==> src/hdl/mfd_pkg.sv <==
`timescale 1ns / 1ps
// ----------------------------------------------------------------------------
// mfd_pkg: shared types and constants of the meter frame deframer
// Frame layout positions, status codes, CRC-16 and BCD helpers.
// ----------------------------------------------------------------------------
package mfd_pkg;

   // frame layout
   localparam int ID_BYTES       = 5;
   localparam int MAX_VALUE_SIZE = 10;
   localparam int SIZE_POS       = 2 + ID_BYTES;
   localparam int IDX_POS        = SIZE_POS + 1;
   localparam int VAL_POS        = SIZE_POS + 3;
   localparam int FRAME_DEPTH    = VAL_POS + MAX_VALUE_SIZE;

   localparam int CNT_W  = $clog2(FRAME_DEPTH + 1);
   localparam int SIZE_W = $clog2(MAX_VALUE_SIZE + 1);

   localparam logic [15:0] CRC_POLY        = 16'hA001;
   localparam logic [15:0] TIMEOUT_DEFAULT = 16'd500;

   // register indexes of the CSR port
   typedef enum logic {
      CSR_PREAMBLE = 1'b0,
      CSR_TIMEOUT  = 1'b1
   } csr_index_type;

   typedef enum logic [2:0] {
      ST_OK       = 3'd0,
      ST_PREAMBLE = 3'd1,
      ST_SIZE     = 3'd2,
      ST_CRC      = 3'd3,
      ST_TIMEOUT  = 3'd4
   } status_type;

   typedef struct packed {
      logic [15:0] preamble_word;
      logic [15:0] timeout_ticks;
   } cfg_type;

   typedef struct packed {
      status_type  status;
      logic [31:0] meter_id;
      logic [15:0] register_index;
      logic [31:0] reading_value;
   } result_type;

   // CRC-16, reflected, one byte
   function automatic logic [15:0] crc_byte(input logic [15:0] crc, input logic [7:0] b);
      logic [15:0] c;
      c = crc ^ {8'h00, b};
      for (int k = 0; k < 8; k++) begin
         if (c[0]) begin
            c = (c >> 1) ^ CRC_POLY;
         end else begin
            c = c >> 1;
         end
      end
      return c;
   endfunction

   // two BCD digits, nibbles unchecked: 10*high + low, at most 165
   function automatic logic [7:0] bcd_pair(input logic [7:0] b);
      return {1'b0, b[7:4], 3'b000} + {3'b000, b[7:4], 1'b0} + {4'h0, b[3:0]};
   endfunction

   // acc*100 + pair, modulo 2^32, as shift-adds
   function automatic logic [31:0] bcd_shift(input logic [31:0] acc, input logic [7:0] b);
      return (acc << 6) + (acc << 5) + (acc << 2) + {24'h0, bcd_pair(b)};
   endfunction

endpackage

==> src/hdl/mfd_frame_engine.sv <==
`timescale 1ns / 1ps
// ----------------------------------------------------------------------------
// mfd_frame_engine: frame state and per-request decode
// Updates CRC, BCD accumulators and counters for one request per step.
// ----------------------------------------------------------------------------
module mfd_frame_engine
   import mfd_pkg::*;
(
   input  logic       clock,
   input  logic       reset,
   input  logic       step,
   input  logic       func,
   input  logic [7:0] byte_value,
   input  cfg_type    cfg,
   output logic       res_valid,
   output result_type res
);

   logic [CNT_W-1:0]  byte_count_ff, byte_count_in;
   logic [SIZE_W-1:0] declared_size_ff, declared_size_in;
   logic [15:0]       running_crc_ff, running_crc_in;
   logic [31:0]       id_acc_ff, id_acc_in;
   logic [31:0]       value_acc_ff, value_acc_in;
   logic [15:0]       idle_ticks_ff, idle_ticks_in;
   // only the frame bytes ever read back are kept
   logic [7:0]        prev_byte_ff, prev_byte_in;
   logic [7:0]        idx_lo_ff, idx_lo_in;
   logic [7:0]        idx_hi_ff, idx_hi_in;

   logic [CNT_W:0]    p_ext, end_pos;
   logic              in_crc, in_id, in_val;
   logic [15:0]       crc_new;
   logic [31:0]       id_new, val_new;
   logic [15:0]       idle_inc;
   logic              clear;

   always_comb begin
      p_ext   = {1'b0, byte_count_ff};
      end_pos = (CNT_W + 1)'(VAL_POS) + {{(CNT_W + 1 - SIZE_W){1'b0}}, declared_size_ff};
      in_crc  = (p_ext >= 2) && ((p_ext <= (CNT_W + 1)'(SIZE_POS)) || (p_ext + 2 < end_pos));
      in_id   = (p_ext >= 2) && (p_ext < (CNT_W + 1)'(2 + ID_BYTES));
      in_val  = (p_ext >= (CNT_W + 1)'(VAL_POS)) && (p_ext + 2 < end_pos);
      crc_new = in_crc ? crc_byte(running_crc_ff, byte_value) : running_crc_ff;
      id_new  = in_id  ? bcd_shift(id_acc_ff, byte_value)     : id_acc_ff;
      val_new = in_val ? bcd_shift(value_acc_ff, byte_value)  : value_acc_ff;
      idle_inc = (idle_ticks_ff == 16'hFFFF) ? idle_ticks_ff : idle_ticks_ff + 16'd1;

      byte_count_in    = byte_count_ff;
      declared_size_in = declared_size_ff;
      running_crc_in   = running_crc_ff;
      id_acc_in        = id_acc_ff;
      value_acc_in     = value_acc_ff;
      idle_ticks_in    = idle_ticks_ff;
      prev_byte_in     = prev_byte_ff;
      idx_lo_in        = idx_lo_ff;
      idx_hi_in        = idx_hi_ff;
      clear            = 1'b0;
      res_valid        = 1'b0;
      res              = '0;
      res.status       = ST_OK;

      if (step && func) begin
         // tick: only counts while a frame is pending
         if (byte_count_ff != '0) begin
            idle_ticks_in = idle_inc;
            if (idle_inc >= cfg.timeout_ticks) begin
               clear      = 1'b1;
               res_valid  = 1'b1;
               res.status = ST_TIMEOUT;
            end
         end
      end else if (step) begin
         byte_count_in  = byte_count_ff + 1'b1;
         idle_ticks_in  = '0;
         running_crc_in = crc_new;
         id_acc_in      = id_new;
         value_acc_in   = val_new;
         prev_byte_in   = byte_value;
         if (p_ext == (CNT_W + 1)'(IDX_POS)) begin
            idx_lo_in = byte_value;
         end
         if (p_ext == (CNT_W + 1)'(IDX_POS + 1)) begin
            idx_hi_in = byte_value;
         end

         if (p_ext == 0) begin
            if (byte_value != cfg.preamble_word[7:0]) begin
               clear      = 1'b1;
               res_valid  = 1'b1;
               res.status = ST_PREAMBLE;
            end
         end else if (p_ext == 1) begin
            if ({byte_value, prev_byte_ff} != cfg.preamble_word) begin
               clear      = 1'b1;
               res_valid  = 1'b1;
               res.status = ST_PREAMBLE;
            end
         end else if (p_ext == (CNT_W + 1)'(SIZE_POS)) begin
            if (byte_value > 8'(MAX_VALUE_SIZE)) begin
               clear      = 1'b1;
               res_valid  = 1'b1;
               res.status = ST_SIZE;
            end else begin
               declared_size_in = byte_value[SIZE_W-1:0];
            end
         end else if ((p_ext > (CNT_W + 1)'(SIZE_POS)) && (p_ext + 1 == end_pos)) begin
            clear     = 1'b1;
            res_valid = 1'b1;
            if ({byte_value, prev_byte_ff} != crc_new) begin
               res.status = ST_CRC;
            end else begin
               res.status         = ST_OK;
               res.meter_id       = id_new;
               // short frames end on the index high byte itself
               res.register_index = {(p_ext == (CNT_W + 1)'(IDX_POS + 1)) ? byte_value
                                                                          : idx_hi_ff,
                                     idx_lo_ff};
               res.reading_value  = val_new;
            end
         end
      end

      if (clear) begin
         byte_count_in    = '0;
         declared_size_in = '0;
         running_crc_in   = '0;
         id_acc_in        = '0;
         value_acc_in     = '0;
         idle_ticks_in    = '0;
      end
   end

   always_ff @(posedge clock) begin
      if (reset) begin
         byte_count_ff    <= '0;
         declared_size_ff <= '0;
         running_crc_ff   <= '0;
         id_acc_ff        <= '0;
         value_acc_ff     <= '0;
         idle_ticks_ff    <= '0;
      end else begin
         byte_count_ff    <= byte_count_in;
         declared_size_ff <= declared_size_in;
         running_crc_ff   <= running_crc_in;
         id_acc_ff        <= id_acc_in;
         value_acc_ff     <= value_acc_in;
         idle_ticks_ff    <= idle_ticks_in;
      end
   end

   always_ff @(posedge clock) begin
      prev_byte_ff <= prev_byte_in;
      idx_lo_ff    <= idx_lo_in;
      idx_hi_ff    <= idx_hi_in;
   end

`ifndef SYNTHESIS
   a_count_range: assert property (@(posedge clock) disable iff (reset)
      byte_count_ff < CNT_W'(FRAME_DEPTH))
      else $error("byte count past frame depth");

   a_size_range: assert property (@(posedge clock) disable iff (reset)
      declared_size_ff <= SIZE_W'(MAX_VALUE_SIZE))
      else $error("declared size above limit");

   a_idle_needs_frame: assert property (@(posedge clock) disable iff (reset)
      idle_ticks_ff != '0 |-> byte_count_ff != '0)
      else $error("idle ticks counted with no frame pending");

   a_result_clears: assert property (@(posedge clock) disable iff (reset)
      res_valid |=> byte_count_ff == '0 && running_crc_ff == '0)
      else $error("frame state not cleared after result");

   a_error_zero: assert property (@(posedge clock) disable iff (reset)
      res_valid && res.status != ST_OK |->
         res.meter_id == '0 && res.register_index == '0 && res.reading_value == '0)
      else $error("error result carries frame fields");
`endif

endmodule

==> src/hdl/meter_frame_deframer.sv <==
`timescale 1ns / 1ps
// ----------------------------------------------------------------------------
// meter_frame_deframer: serial meter frame deframer
// Collects bytes into frames, checks preamble, size and CRC-16, converts
// BCD id and value fields, and drops partial frames on idle timeout.
// ----------------------------------------------------------------------------
//
//  channel | ports                                          | direction
//  --------+------------------------------------------------+----------
//  req     | req_valid, req_stall, req_func, req_byte_value | in
//  rsp     | rsp_valid, rsp_stall, rsp_status, rsp_meter_id,| out
//          | rsp_register_index, rsp_reading_value          |
//  csr     | csr_write_en, csr_index, csr_wdata             | in
//
//  One request per clock while req_stall is low. A request is held in the
//  input register, the frame engine decodes it in a single pass and any
//  result is registered in the result register, which drives rsp_valid.
//  Synchronous reset clears frame state and loads preamble 0, timeout 500.
//  rsp_stall holds a valid result register; an empty input register still
//  takes one more request, then req_stall rises until the result is taken.
//
module meter_frame_deframer
   import mfd_pkg::*;
(
   input  logic        clock,
   input  logic        reset,
   // request channel
   input  logic        req_valid,
   output logic        req_stall,
   input  logic        req_func,
   input  logic [7:0]  req_byte_value,
   // result channel
   output logic        rsp_valid,
   input  logic        rsp_stall,
   output logic [2:0]  rsp_status,
   output logic [31:0] rsp_meter_id,
   output logic [15:0] rsp_register_index,
   output logic [31:0] rsp_reading_value,
   // configuration writes
   input  logic        csr_write_en,
   input  logic        csr_index,
   input  logic [15:0] csr_wdata
);

   // configuration registers
   cfg_type    cfg_ff, cfg_in;

   // input register
   logic       in_valid_ff, in_valid_in;
   logic       in_func_ff;
   logic [7:0] in_byte_ff;

   // result register
   logic       out_valid_ff, out_valid_in;
   result_type out_ff;

   logic       advance;    // input register moves through the engine
   logic       accept;
   logic       eng_valid;
   result_type eng_res;

   always_comb begin
      cfg_in = cfg_ff;
      if (csr_write_en) begin
         case (csr_index_type'(csr_index))
            CSR_PREAMBLE: cfg_in.preamble_word = csr_wdata;
            CSR_TIMEOUT:  cfg_in.timeout_ticks = csr_wdata;
            default:      cfg_in = cfg_ff;
         endcase
      end
   end

   always_ff @(posedge clock) begin
      if (reset) begin
         cfg_ff.preamble_word <= '0;
         cfg_ff.timeout_ticks <= TIMEOUT_DEFAULT;
      end else begin
         cfg_ff <= cfg_in;
      end
   end

   // the engine steps only when the result register can take its output
   assign advance   = in_valid_ff && (!out_valid_ff || !rsp_stall);
   assign req_stall = in_valid_ff && !advance;
   assign accept    = req_valid && !req_stall;

   always_comb begin
      in_valid_in = in_valid_ff;
      if (accept) begin
         in_valid_in = 1'b1;
      end else if (advance) begin
         in_valid_in = 1'b0;
      end
   end

   always_ff @(posedge clock) begin
      if (reset) begin
         in_valid_ff <= 1'b0;
      end else begin
         in_valid_ff <= in_valid_in;
      end
   end

   always_ff @(posedge clock) begin
      if (accept) begin
         in_func_ff <= req_func;
         in_byte_ff <= req_byte_value;
      end
   end

   mfd_frame_engine u_engine (
      .clock      (clock),
      .reset      (reset),
      .step       (advance),
      .func       (in_func_ff),
      .byte_value (in_byte_ff),
      .cfg        (cfg_ff),
      .res_valid  (eng_valid),
      .res        (eng_res)
   );

   always_comb begin
      out_valid_in = out_valid_ff;
      if (advance) begin
         out_valid_in = eng_valid;
      end else if (!rsp_stall) begin
         out_valid_in = 1'b0;
      end
   end

   always_ff @(posedge clock) begin
      if (reset) begin
         out_valid_ff <= 1'b0;
      end else begin
         out_valid_ff <= out_valid_in;
      end
   end

   always_ff @(posedge clock) begin
      if (advance && eng_valid) begin
         out_ff <= eng_res;
      end
   end

   assign rsp_valid          = out_valid_ff;
   assign rsp_status         = out_ff.status;
   assign rsp_meter_id       = out_ff.meter_id;
   assign rsp_register_index = out_ff.register_index;
   assign rsp_reading_value  = out_ff.reading_value;

`ifndef SYNTHESIS
   a_no_overwrite: assert property (@(posedge clock) disable iff (reset)
      out_valid_ff && rsp_stall |-> !advance)
      else $error("result register overwritten while stalled");

   a_stall_only_full: assert property (@(posedge clock) disable iff (reset)
      req_stall |-> in_valid_ff && out_valid_ff)
      else $error("request stalled with room in the pipeline");

   a_result_held: assert property (@(posedge clock) disable iff (reset)
      out_valid_ff && rsp_stall |=> out_valid_ff && $stable(out_ff))
      else $error("stalled result changed");
`endif

endmodule
==> config.mk <==
export PLATFORM = sky130hd
export DESIGN_NAME = meter_frame_deframer
export DESIGN_NICKNAME = d
export VERILOG_FILES = /design/src/hdl/mfd_pkg.sv /design/src/hdl/mfd_frame_engine.sv /design/src/hdl/meter_frame_deframer.sv
export SDC_FILE = /design/constraint.sdc
export NUM_CORES = 1
export LEC_CHECK = 0
export BUFFER_PORTS_ARGS = -buffer_cell sky130_fd_sc_hd__buf_4
export CORE_MARGIN = 2
export CORE_UTILIZATION = 25
export CTS_CLUSTER_SIZE = 12
export DETAILED_ROUTE_END_ITERATION = 10
export PLACE_DENSITY = 0.5
export SKIP_CTS_REPAIR_TIMING = 1
export SYNTH_ARGS = -nofsm -noshare
export SYNTH_HDL_FRONTEND = slang
export SYNTH_HIERARCHICAL = 1
export SYNTH_SLANG_ARGS = --single-unit
export TNS_END_PERCENT = 5
==> constraint.sdc <==
create_clock -name clock -period 10.2 [get_ports clock]
set_input_delay 1.02 -clock clock [delete_from_list [all_inputs] [get_ports clock]]
set_output_delay 1.02 -clock clock [all_outputs]
set_load 0.02 [all_outputs]
# --- After elaboration in Yosys (flattened, before gate mapping) ---
# Cells that the tools add are included.
# Widths: inputs -> output; s select.
totals:
  input_bits: 31
  register_bits: 255
  output_inout_bits: 85
classes:
  order_cmp: 8
  reduce_logical: 27
  n_mux: 47
  n_eq_ne: 11
  bitwise_logic: 16
  addsub: 13
ops:
  columns: ["operator", "count"]
  rows:
  - ["$mux 80", 4]
  - ["$mux 16", 13]
  - ["$add 32x32->32", 4]
  - ["$mux 83", 1]
  - ["$mux 82", 1]
  - ["$add 32x8->32", 2]
  - ["$mux 32", 2]
  - ["$eq 32x6->1", 1]
  - ["$lt 32x6->1", 1]
  - ["$ne 16x16->1", 2]
  - ["$not 2->3", 8]
  - ["$mux 3", 6]
  - ["$mux 1", 17]
  - ["$add 16x1->16 const B", 1]
  - ["$eq 16x16->1 const B", 1]
  - ["$ge 16x16->1", 1]
  - ["$xor 16x8->16", 1]
  - ["$eq 5x4->1 const B", 2]
  - ["$logic_and 1x1->1", 9]
  - ["$add 7x5->8", 1]
  - ["$add 8x4->8", 1]
  - ["$gt 8x4->1 const B", 1]
  - ["$mux 8", 1]
  - ["$ne 8x8->1", 1]
  - ["other kinds (25)", 40]

# --- Logic depth before layout (Yosys ltp) ---
# Gate-level depths: netlist (run 1).
depth:
  word_depth: 26
  ltp_mapped: 21

# --- By module ---
# Netlist (run 1), hierarchy kept.
modules_own_cells:
  columns: ["module", "cells_each", "instances", "seq_area_each_um2", "area_per_inst_um2"]
  rows:
  - ["mfd_frame_engine", 1517, 1, 2822.7, 12523.3]
  - ["meter_frame_deframer", 230, 1, 3443.3, 4199.0]

# --- Least setup slack after synthesis (run 1) ---
# OpenSTA, ideal clock, no wires.
synth_timing:
  path_type: "register to register"
  from: "reg u_engine.idle_ticks_ff[3]"
  to: "reg out_ff (netlist bit rsp_meter_id[0]), enable pin"
  stages_incl_launch_ff: 17
  setup_slack_ns: 2.545
  arrival_time_ns: 7.103
  required_ns: 9.648
  period_less_slack_ns: 7.655
  setup_ns: 0.552
  path_buffers: 1
  cell_sequence: "dfxtp_1 > and4_1 > nand4_1 > nor4_1 > nand4_1 > clkbuf_1 > nand4_1 > nor2_1 > xor2_1 > ha_1 > o2111ai_1 > o21ai_0 > nand4_1 > a31oi_1 > a21o_1 > nand2_1 > a21oi_1"
synth_via:
  elab_chain_len: 7
  elab_cells_between_ends: 8
synth_rtl:
  columns: ["element", "line", "source"]
  rows:
  - ["from (decl)", "mfd_frame_engine.sv:24", "logic [15:0] idle_ticks_ff, idle_ticks_in;"]
  - ["from (signal assigned)", "mfd_frame_engine.sv:147", "idle_ticks_ff <= idle_ticks_in;"]
  - ["$add 16x1->16 / $eq 16x16->1 (equally long branches)", "mfd_frame_engine.sv:46", "idle_inc = (idle_ticks_ff == 16'hFFFF) ? idle_ticks_ff : idle_ticks_ff + 16'd1;"]
  - ["$mux 16 (*)", "mfd_frame_engine.sv:46", null]
  - ["$ge 16x16->1 (*)", "mfd_frame_engine.sv:66", "if (idle_inc >= cfg.timeout_ticks) begin"]
  - ["$mux 1 (*)", "mfd_frame_engine.sv:66", null]
  - ["$mux 1 (*)", "mfd_frame_engine.sv:64", "if (byte_count_ff != '0) begin"]
  - ["$mux 1 (*)", "mfd_frame_engine.sv:62", "if (step && func) begin"]
  - ["via eng_valid", "meter_frame_deframer.sv:59", "logic eng_valid;"]
  - ["$logic_and 1x1->1 (*)", "meter_frame_deframer.sv:140", "if (advance && eng_valid) begin"]
  - ["to (signal assigned)", "meter_frame_deframer.sv:141", "out_ff <= eng_res;"]
  - ["to (decl)", "meter_frame_deframer.sv:55", "result_type out_ff;"]
# Mark *: on every way through the listed nets, which the timed path passes. The rest lies on a longest branch.
# A chain may end at the register's enable or synchronous reset.

# --- Worst setup path in the final report (run 1) ---
layout_timing:
  from: "reg u_engine.idle_ticks_ff[2]"
  to: "reg out_ff (netlist bit rsp_reading_value[15]), enable pin"
# The elaborated chain is that of the path after synthesis.

==> summary.md, run 1 <==
| Metric | Value |
|---|---|
| Status | `finished clean` |
| Num CTS Buffers | `34` |
| R2R Path Start | `u_engine/idle_ticks_ff[2]$_SDFFE_PP0P_` |
| CTS tree | `built` |
| Fraction of registers with async set or reset after synthesis | `0%` |
| Finish-stage setup viols | `0` |
| Unrepaired setup endpoints after global routing | `no` |
| Die area | `0.0690 sq mm` |
| Ports | `116` |
| Hold Slack | `0.453 ns` |
| Seq cells post-synth | `255` |
| Delay-heaviest family, CP | `simple AND/OR/NAND/NOR gates` |
| Port Buf Inserts | `115` |
| Max FO, Critical Path | `57` |
| Worst Tran Pin Value | `1.15 ns` |
| Fin. Hold Viols | `0` |
| Crit path from | `u_engine/idle_ticks_ff[2]$_SDFFE_PP0P_` |
| Crit path kind | `reg2reg` |
| Final Power | `2530 uW` |
| Antenna-violating nets left | `0` |
| Drt pass-1 iters | `5` |
| Max cap viols | `0` |
| Clock-pin slew of the registers on the worst-case setup and hold paths | `0.06 ns` |
| Layout net count | `2077` |
| Mapped Area | `0.0167 sq mm` |
| Fin worst setup slack | `3.90 ns` |
| CP cell instances | `and4_1, nand4_1, nor4_1, nand4_1, nand4_1, nor2_1, xor2_1, ha_1, o2111ai_1, o21ai_0, nand4_1, a31oi_1, a21o_1, nand2_1, a21oi_4, buf_4` |
| Vias in the first global route | `13140` |
| H-tree levels | `2` |
| Tmin final | `6.30 ns` |
| Syn. warnings | `6` |
| Total number of vias | `13088` |
| Largest stage delay on the critical path | `0.75 ns` |
| CTS Root Cell | `clkbuf_16` |
| Register-to-Register Path Depth | `16` |
| Critical path buffer and inverter count | `1` |
| DP HPWL | `33900 microns` |
| Starting density of the core | `25.3%` |
| Slowest-stage cell, CP | `a21oi_4` |
| Clock buffer depth | `3` |
| Syn nets | `1987` |
| Ant. Diodes | `0` |
| Multi-input gate area | `0.00992 sq mm` |
| Slew Limit Fails | `0` |
| Site Rows | `94` |
| Worst skew pair latency | `0.55 ns` |
| WL/cell | `17.2 microns` |
| Largest net degree at the start of global routing | `58` |
| Slew margin rel. | `22.9%` |
| Hold path start | `u_engine/idle_ticks_ff[9]$_SDFFE_PP0P_` |
| Syn_area_per_cell | `9.57 sq um` |
| Fill cell count | `6895` |
| Clk_skew | `0.0231 ns` |
| Routability cong. | `0.875` |
| Mapped Cells | `1747` |
| Crit path top cell by count | `nand4_1` |
| Number of stages on the worst setup path | `16` |
| Place WS | `4.05 ns` |
| Worst Path Required | `10.36 ns` |
| Remaining DRCs | `0` |
| Fin crit share | `61.7%` |
| Pwr dens | `129 mW/mm^2` |
| Clock sink count | `255` |
| Reg2Reg Capture Point | `rsp_reading_value[15]$_DFFE_PP_` |
| Reg2Reg Setup Slack | `3.90 ns` |
| Crit path DAT | `6.46 ns` |
| Element type at the critical path start | `flop` |
| Cell variety after synth | `70` |
| Global Route Usage Sum | `13.5%` |
| Initial antenna violation count | `0` |
| Post-synth EDFFs | `116` |
| Worst setup path end | `rsp_reading_value[15]$_DFFE_PP_` |
| Core area | `0.0660 sq mm` |
| DRT iter0 DRCs | `848` |
| FMAX | `159 MHz` |
| Storage cell area | `0.00627 sq mm` |
| Synth Flop Type | `dfxtp_1` |
| Leak | `0.00802 uW` |
| Setup TNS | `0 ns` |
| Drt total wl | `46800 microns` |
| Hold crit path type | `reg2reg` |
| Avg Vias per Cell | `4.80` |
| Die X-Extent | `263 microns` |
| Area grow syn2layout | `17.0%` |
| Share of cells above drive strength 1 | `11.6%` |
| First-pass GRT wire length | `74300 microns` |
| Sequential fraction of the synthesis area | `37.5%` |
| Die H | `263 microns` |
| Remaining Overflow, GRT | `0` |
| VDD IR-drop max | `0.0822 mV` |
| CP endpoint kind | `flop` |
## layout by cell type, fill, tap and decap left out, types with 45 or more instances in the layout
cell type    n
xor2_1      45
fa_1        60
edfxtp_1   116
buf_4      130
nor2_1     118
xnor2_1     85
ha_1       149
nand2b_1    48
dfxtp_1    139
a21oi_1    180
nand2_1    258
inv_1       63
## logic make-up after synthesis
logic type | share of synthesized area (%)
AND/OR/NAND/NOR | 15.8
AO/OA/AOI/OAI | 14.3
flip-flops | 37.5
adder cells (fa/ha/maj) | 18.3
XOR/XNOR | 7.94
buffers and inverters | 3.40
multiplexers | 2.72
## per-layer routing
layer / vias to the layer above / wire [microns] / track usage, %
li1: 6352 / - / -
met1: 6346 / 22100 / 18.6
met2: 333 / 21300 / 21.5
met3: 57 / 2380 / 2.24
met4: 0 / 1060 / 4.40
met5: - / 0 / 0
## cells in the mapped netlist, types with 26 or more instances
library cell / instances / area [sq um]
nand3_1: 26 / 130
ha_1: 149 / 1860
a21o_1: 26 / 195
dfxtp_1: 139 / 2780
o21ai_0: 42 / 210
inv_1: 64 / 240
nand2_1: 258 / 968
clkbuf_1: 49 / 184
xor2_1: 45 / 394
a211oi_1: 30 / 225
fa_1: 60 / 1200
xnor2_1: 85 / 744
nor2_1: 119 / 447
a21oi_1: 181 / 906
edfxtp_1: 116 / 3480
mux2i_1: 32 / 320
nand2b_1: 48 / 300
## worst min-delay path: stages, from the launching register on
cell and delay, ns:
dfxtp_1 0.31, nand2_1 0.05, a21oi_1 0.05
## through the flow
| step | util [%] | cells | cell area (sq um) |
|---|---|---|---|
| 4_1_cts | 29.7 | 2726 | 19600 |
| 6_report | 29.7 | 2726 | 19600 |
| 5_1_grt | 29.7 | 2726 | 19600 |
| 2_1_floorplan | - | 1747 | 16700 |
| 3_3_place_gp | 28.0 | 2665 | 18500 |
| 3_5_place_dp | 28.0 | 2665 | 18500 |
## worst min path at each step
stage	to	slack, ns	cells after the start
global placement	u_engine/value_acc_ff[31]$_SDFFE_PP0P_	0.44	2
finish	u_engine/idle_ticks_ff[9]$_SDFFE_PP0P_	0.45	2
CTS	u_engine/value_acc_ff[31]$_SDFFE_PP0P_	0.46	2
detailed placement	u_engine/value_acc_ff[31]$_SDFFE_PP0P_	0.45	2
floorplan	u_engine/idle_ticks_ff[9]$_SDFFE_PP0P_	0.43	2
global route	u_engine/value_acc_ff[31]$_SDFFE_PP0P_	0.48	2
## power by group
part | internal [uW] | total (uW) | switching, uW
clock network | 711 | 1180 | 471
registers | 1080 | 1100 | 22.7
logic | 98.5 | 241 | 143
total | 1890 | 2530 | 636
## final cells by class
cell class                      instances  area share [%]
Clock buffer                           45            4.67
Sequential cell                       255            32.0
Tap cell                              864            5.53
Inverter                               64            1.23
Timing Repair Buffer                  130            4.99
Multi-Input combinational cell       1352            50.7
Clock inverter                         16           0.876
## sequential cells by signal, indices dropped and copies added (netlist names), 5 cells and up
name,cells
u_engine/running_crc_ff,16
u_engine/idx_hi_ff,8
rsp_reading_value,32
u_engine/byte_count_ff,5
rsp_meter_id,32
u_engine/id_acc_ff,32
u_engine/idx_lo_ff,8
cfg_ff,32
u_engine/idle_ticks_ff,16
u_engine/value_acc_ff,32
rsp_register_index,16
u_engine/prev_byte_ff,8
in_byte_ff,8
Power figures use the tool's default switching activity.
==> inputs of run 2 (changes only) <==
==> constraint.sdc (replaced) <==
create_clock -name clock -period 6.5 [get_ports clock]
set_input_delay 0.65 -clock clock [delete_from_list [all_inputs] [get_ports clock]]
set_output_delay 0.65 -clock clock [all_outputs]
set_load 0.02 [all_outputs]
==> run 2 against run 1 <==
  * Via count hardly changed
  * Worst setup slack worse by 2.9 ns
  * Largest power group unchanged
  * Sequential power up 56%
  * Cell count rose by 0.29%
  * Count of clock-buffer cells in the layout down 1
  * Critical path type unchanged
==> summary.md, run 2 (synthesis gave the netlist of run 1 again) <==
| Metric | Value |
|---|---|
| Pwr dens | `204 mW/mm^2 (+58%)` |
| Core area | `0.0660 sq mm (unchanged)` |
| Element type at the critical path start | `flop` |
| Num CTS Buffers | `34 (unchanged)` |
| Worst Tran Pin Value | `1.20 ns (+0.0458 ns)` |
| Delay-heaviest family, CP | `compound AO/OA/AOI/OAI gates` |
| CTS tree | `built` |
| Site Rows | `94 (unchanged)` |
| Worst Path Required | `6.86 ns (-3.50 ns)` |
| Layout net count | `2086 (+0.43%)` |
| Die area | `0.0690 sq mm (unchanged)` |
| Tmin final | `5.45 ns (-0.846 ns)` |
| Crit path kind | `reg2reg` |
| CTS Root Cell | `clkbuf_16` |
| Commonest non-fill, non-tap cell in the layout | `nand2_1` |
| Slew Limit Fails | `0 (unchanged)` |
| Clk_skew | `0.0322 ns (+0.00910 ns)` |
| Clock buffer depth | `3 (unchanged)` |
| Largest net degree at the start of global routing | `83 (+43%)` |
| Max cap viols | `0 (unchanged)` |
| Die X-Extent | `263 microns (unchanged)` |
| Fin. Hold Viols | `0 (unchanged)` |
| Slowest-stage cell, CP | `fa_1` |
| Remaining Overflow, GRT | `0 (unchanged)` |
| Area grow syn2layout | `17.7%` |
| Routability cong. | `0.849 (-3.0%)` |
| Max FO, Critical Path | `5 (-91%)` |
| Remaining DRCs | `0 (unchanged)` |
| Status | `finished clean` |
| Antenna-violating nets left | `0 (unchanged)` |
| VDD IR-drop max | `0.127 mV (+54%)` |
| Drt total wl | `47200 microns (+0.87%)` |
| DP HPWL | `34800 microns (+2.6%)` |
| Final Non-Filler Cells | `2734 (+0.29%)` |
| Ports | `116 (unchanged)` |
| Fin crit share | `83.9% (+22 points)` |
| DRT iter0 DRCs | `797 (-6.0%)` |
| Initial antenna violation count | `1 (+1)` |
| Vias in the first global route | `13356 (+1.6%)` |
| WL/cell | `17.3 microns (+0.57%)` |
| Hold Slack | `0.289 ns (-0.164 ns)` |
| Final core area utilization | `29.8% (+0.16 points)` |
| CP cell instances | `inv_1, fa_1, inv_1, ha_1, a21o_1, a21oi_1, xor2_1, fa_1, inv_1, fa_1, ha_1, a211oi_1, o21bai_1, nand3_1, a211oi_1, o211ai_1, o311ai_0, xor2_1, nand2_1, a21oi_1` |
| Fill cell count | `6886 (-0.13%)` |
| Port Buf Inserts | `115 (unchanged)` |
| Design Area, Final | `0.0197 sq mm (+0.56%)` |
| Hold crit path type | `in2reg` |
| Slew margin rel. | `19.8% (-3.1 points)` |
| Unrepaired setup endpoints after global routing | `no` |
| DP Area | `0.0186 sq mm (+0.50%)` |
| H-tree levels | `2 (unchanged)` |
| Clock sink count | `255 (unchanged)` |
| Leak | `0.00806 uW (+0.57%)` |
| Crit path DAT | `5.81 ns (-0.65 ns)` |
| Avg Vias per Cell | `4.79 (-0.25%)` |
| Critical path buffer and inverter count | `3 (+2)` |
| Starting density of the core | `25.3% (unchanged)` |
| Finish-stage setup viols | `0 (unchanged)` |
| First-pass GRT wire length | `75700 microns (+1.9%)` |
| Worst skew pair latency | `0.55 ns (about the same)` |
| Global Route Usage Sum | `13.7% (+0.20 points)` |
| Share of cells above drive strength 1 | `12.2% (+0.59 points)` |
| Drt pass-1 iters | `5 (unchanged)` |
| Clock-pin slew of the registers on the worst-case setup and hold paths | `0.06 ns (about the same)` |
| Reg2Reg Setup Slack | `1.05 ns (-2.85 ns)` |
| Total number of vias | `13094 (+0.046%)` |
| Largest stage delay on the critical path | `0.54 ns (-0.21 ns)` |
| Die H | `263 microns (unchanged)` |
| Ant. Diodes | `0 (unchanged)` |
| Most frequent cells in the layout | `nand2_1 (258), a21oi_1 (180), ha_1 (149)` |
| FMAX | `183 MHz (+16%)` |
| Post-Place Cells | `2674 (+0.34%)` |
| CP endpoint kind | `flop` |
| Setup TNS | `0 ns (unchanged)` |
[run 2: changes by cell type in the layout (fill, tap and decap cells not counted)]
cell        previous run  this run
buf_12                 0         2
buf_4                130       137
clkbuf_1              10         7
clkbuf_8               0         2
clkinv_1               2         1
clkinv_4               2         1
clkinvlp_4             0         4
inv_6                  3         1
[run 2: report_power, final]
part           leakage [uW]  switching, uW  internal, uW  total, uW
Sequential          0.00234           24.1          1690       1720
Clock              0.000531            753          1130       1880
Combinational       0.00519            242           161        403
[run 2: cell type report]
cell class / count / area [sq um] / share of cell area, %
well taps: 864 / 1080 / 5.49
clock inverters: 16 / 171 / 0.871
repair buffers: 139 / 1070 / 5.43
clock buffers: 44 / 930 / 4.72
inverters: 64 / 240 / 1.22
flip-flops and latches: 255 / 6270 / 31.8
multi-input cells: 1352 / 9920 / 50.4
[run 2: worst paths after layout]
| path | from | cells past startpoint | end |
|---|---|---|---|
| setup / recovery | in_byte_ff[3]$_DFFE_PP_ | 20 | rsp_reading_value[28]$_DFFE_PP_ |
| hold / removal | req_byte_value[2] | 1 | in_byte_ff[2]$_DFFE_PP_ |
| setup reg to reg | in_byte_ff[3]$_DFFE_PP_ | 20 | rsp_reading_value[28]$_DFFE_PP_ |
| hold reg to reg | u_engine/idle_ticks_ff[9]$_SDFFE_PP0P_ | 2 | u_engine/idle_ticks_ff[9]$_SDFFE_PP0P_ |
[run 2: per-layer routing]
metal | up-vias | part of all wire (%) | track usage (%)
li1 | 6388 | - | -
met1 | 6311 | 47 | 18.5
met2 | 323 | 46 | 22.3
met3 | 70 | 4.9 | 2.30
met4 | 2 | 2.5 | 4.35
met5 | - | 0.028 | 0
[run 2: through the flow]
step                setup slack (ns)  power (uW)
finish                          1.05        4010
global route                   0.573        4170
CTS                             1.08        4070
detailed placement              1.13        2150
global placement                1.20        2150
floorplan                      0.722        2020
==> inputs of run 3 (changes only) <==
==> constraint.sdc (replaced) <==
create_clock -name clock -period 5.2 [get_ports clock]
set_input_delay 0.52 -clock clock [delete_from_list [all_inputs] [get_ports clock]]
set_output_delay 0.52 -clock clock [all_outputs]
set_load 0.02 [all_outputs]
==> run 3 against run 2 <==
  * Die area stayed put
  * Global-route usage hardly changed
  * Power is 19% higher
  * Non-clock buffer count is 30 higher
==> summary.md, run 3 (synthesis gave the netlist of run 1 again) <==
| Metric | Value |
|---|---|
| Status | `finished clean` |
| Commonest non-fill, non-tap cell in the layout | `nand2_1` |
| Clock sink count | `255 (unchanged)` |
| Place WS | `0.0160 ns (-1.12 ns)` |
| Clock-pin slew of the registers on the worst-case setup and hold paths | `0.06 ns (about the same)` |
| Crit path DAT | `5.31 ns (-0.50 ns)` |
| Initial antenna violation count | `0 (-1)` |
| DP HPWL | `35700 microns (+2.7%)` |
| CTS Root Cell | `clkbuf_16` |
| Final Power | `4770 uW (+19%)` |
| Ports | `116 (unchanged)` |
| Share of cells above drive strength 1 | `13.7% (+1.5 points)` |
| Worst Path Required | `5.51 ns (-1.35 ns)` |
| CP endpoint kind | `flop` |
| Crit path kind | `reg2reg` |
| Leak | `0.00820 uW (+1.7%)` |
| Max cap viols | `0 (unchanged)` |
| Drt pass-1 iters | `5 (unchanged)` |
| Setup TNS | `0 ns (unchanged)` |
| Most frequent cells in the layout | `nand2_1 (258), a21oi_1 (176), buf_4 (164)` |
| Worst skew pair latency | `0.60 ns (+0.05 ns)` |
| Max FO, Critical Path | `4 (-1)` |
| Global Route Usage Sum | `13.8% (+0.045 points)` |
| Core area | `0.0660 sq mm (unchanged)` |
| Starting density of the core | `25.3% (unchanged)` |
| Slew Limit Fails | `0 (unchanged)` |
| Element type at the critical path start | `flop` |
| Fin worst setup slack | `0.197 ns (-0.852 ns)` |
| Remaining DRCs | `0 (unchanged)` |
| Vias in the first global route | `13480 (+0.93%)` |
| H-tree levels | `1 (-1)` |
| Worst Tran Pin Value | `1.21 ns (+0.00791 ns)` |
| Port Buf Inserts | `115 (unchanged)` |
| WL/cell | `17.4 microns (+0.52%)` |
| Pwr dens | `240 mW/mm^2 (+18%)` |
| VDD IR-drop max | `0.261 mV (+110%)` |
| Finish-stage setup viols | `0 (unchanged)` |
| Fin. Hold Viols | `0 (unchanged)` |
| Routability cong. | `0.887 (+4.5%)` |
| Remaining Overflow, GRT | `0 (unchanged)` |
| Total number of vias | `13278 (+1.4%)` |
| Area grow syn2layout | `18.8%` |
| Num CTS Buffers | `31 (-8.8%)` |
| Hold crit path type | `in2reg` |
| Site Rows | `94 (unchanged)` |
| Tmin final | `5.00 ns (-0.448 ns)` |
| Antenna-violating nets left | `0 (unchanged)` |
| Slew margin rel. | `19.3% (-0.53 points)` |
| Unrepaired setup endpoints after global routing | `yes` |
| Layout net count | `2113 (+1.3%)` |
| Design Area, Final | `0.0199 sq mm (+0.97%)` |
| Die H | `263 microns (unchanged)` |
| Ant. Diodes | `0 (unchanged)` |
| Clk_skew | `0.0324 ns (+0.000189 ns)` |
| DP Area | `0.0188 sq mm (+1.4%)` |
| Die area | `0.0690 sq mm (unchanged)` |
| Fin crit share | `96.2% (+12 points)` |
| First-pass GRT wire length | `76500 microns (+1.1%)` |
| DRT iter0 DRCs | `813 (+2.0%)` |
| Final core area utilization | `30.1% (+0.29 points)` |
| Drt total wl | `47900 microns (+1.5%)` |
| Fill cell count | `6838 (-0.70%)` |
| Clock buffer depth | `3 (unchanged)` |
| Largest net degree at the start of global routing | `52 (-37%)` |
| FMAX | `200 MHz (+9.0%)` |
| Avg Vias per Cell | `4.81 (+0.38%)` |
| CTS tree | `built` |
| Die X-Extent | `263 microns (unchanged)` |
-- run 3: cell types whose count changed in the layout (fill, tap and decap cells not counted), sizes merged --
cell	delta
buf	+30
bufinv	-1
clkbuf	-1
clkinv	+2
clkinvlp	-2
-- run 3: final timing paths --
check / from / endpoint / slack, ns / cells after the start
hold / removal: req_byte_value[0] / in_byte_ff[0]$_DFFE_PP_ / 0.12 / 1
setup / recovery: in_byte_ff[3]$_DFFE_PP_ / rsp_reading_value[30]$_DFFE_PP_ / 0.20 / 19
setup reg to reg: in_byte_ff[3]$_DFFE_PP_ / rsp_reading_value[30]$_DFFE_PP_ / 0.20 / 19
hold reg to reg: u_engine/id_acc_ff[31]$_SDFFE_PP0P_ / u_engine/id_acc_ff[31]$_SDFFE_PP0P_ / 0.45 / 2
-- run 3: critical path: stages (launching register included) --
cell and delay (ns):
edfxtp_1 0.34, inv_1 0.07, fa_1 0.53, inv_1 0.05, buf_4 0.13, fa_1 0.39
xor2_1 0.30, ha_1 0.30, ha_1 0.30, ha_1 0.25, fa_1 0.41, a211oi_1 0.21
o21bai_1 0.14, nand3_1 0.14, a211oi_2 0.09, o211ai_1 0.42, o21ai_1 0.13, a31oi_1 0.21
xor2_1 0.24, a211oi_2 0.10
-- run 3: layout make-up --
class / instances / area [sq um] / area share [%]
inverters: 64 / 240 / 1.21
clock inverters: 15 / 125 / 0.630
well taps: 864 / 1080 / 5.44
multi-input cells: 1352 / 9980 / 50.2
clock buffers: 43 / 841 / 4.23
flip-flops and latches: 255 / 6270 / 31.5
repair buffers: 169 / 1330 / 6.70
-- run 3: layer usage --
metal	up-vias	wire, microns	GRT usage (%)
met4	0	1440	4.24
li1	6420	-	-
met3	82	2160	2.17
met5	-	0	0
met1	6440	22400	18.5
met2	336	21900	22.6
-- run 3: where the power goes --
group / switching (uW) / internal, uW / total (uW)
Clock: 883 / 1220 / 2100
Combinational: 308 / 218 / 527
Sequential: 28.1 / 2120 / 2150
-- run 3: per-stage QoR --
step,std cells,hold slack [ns]
3_5_place_dp,2704,0.446
3_3_place_gp,2704,0.440
5_1_grt,2762,0.0919
2_1_floorplan,1747,0.432
6_report,2762,0.117
4_1_cts,2762,0.0826
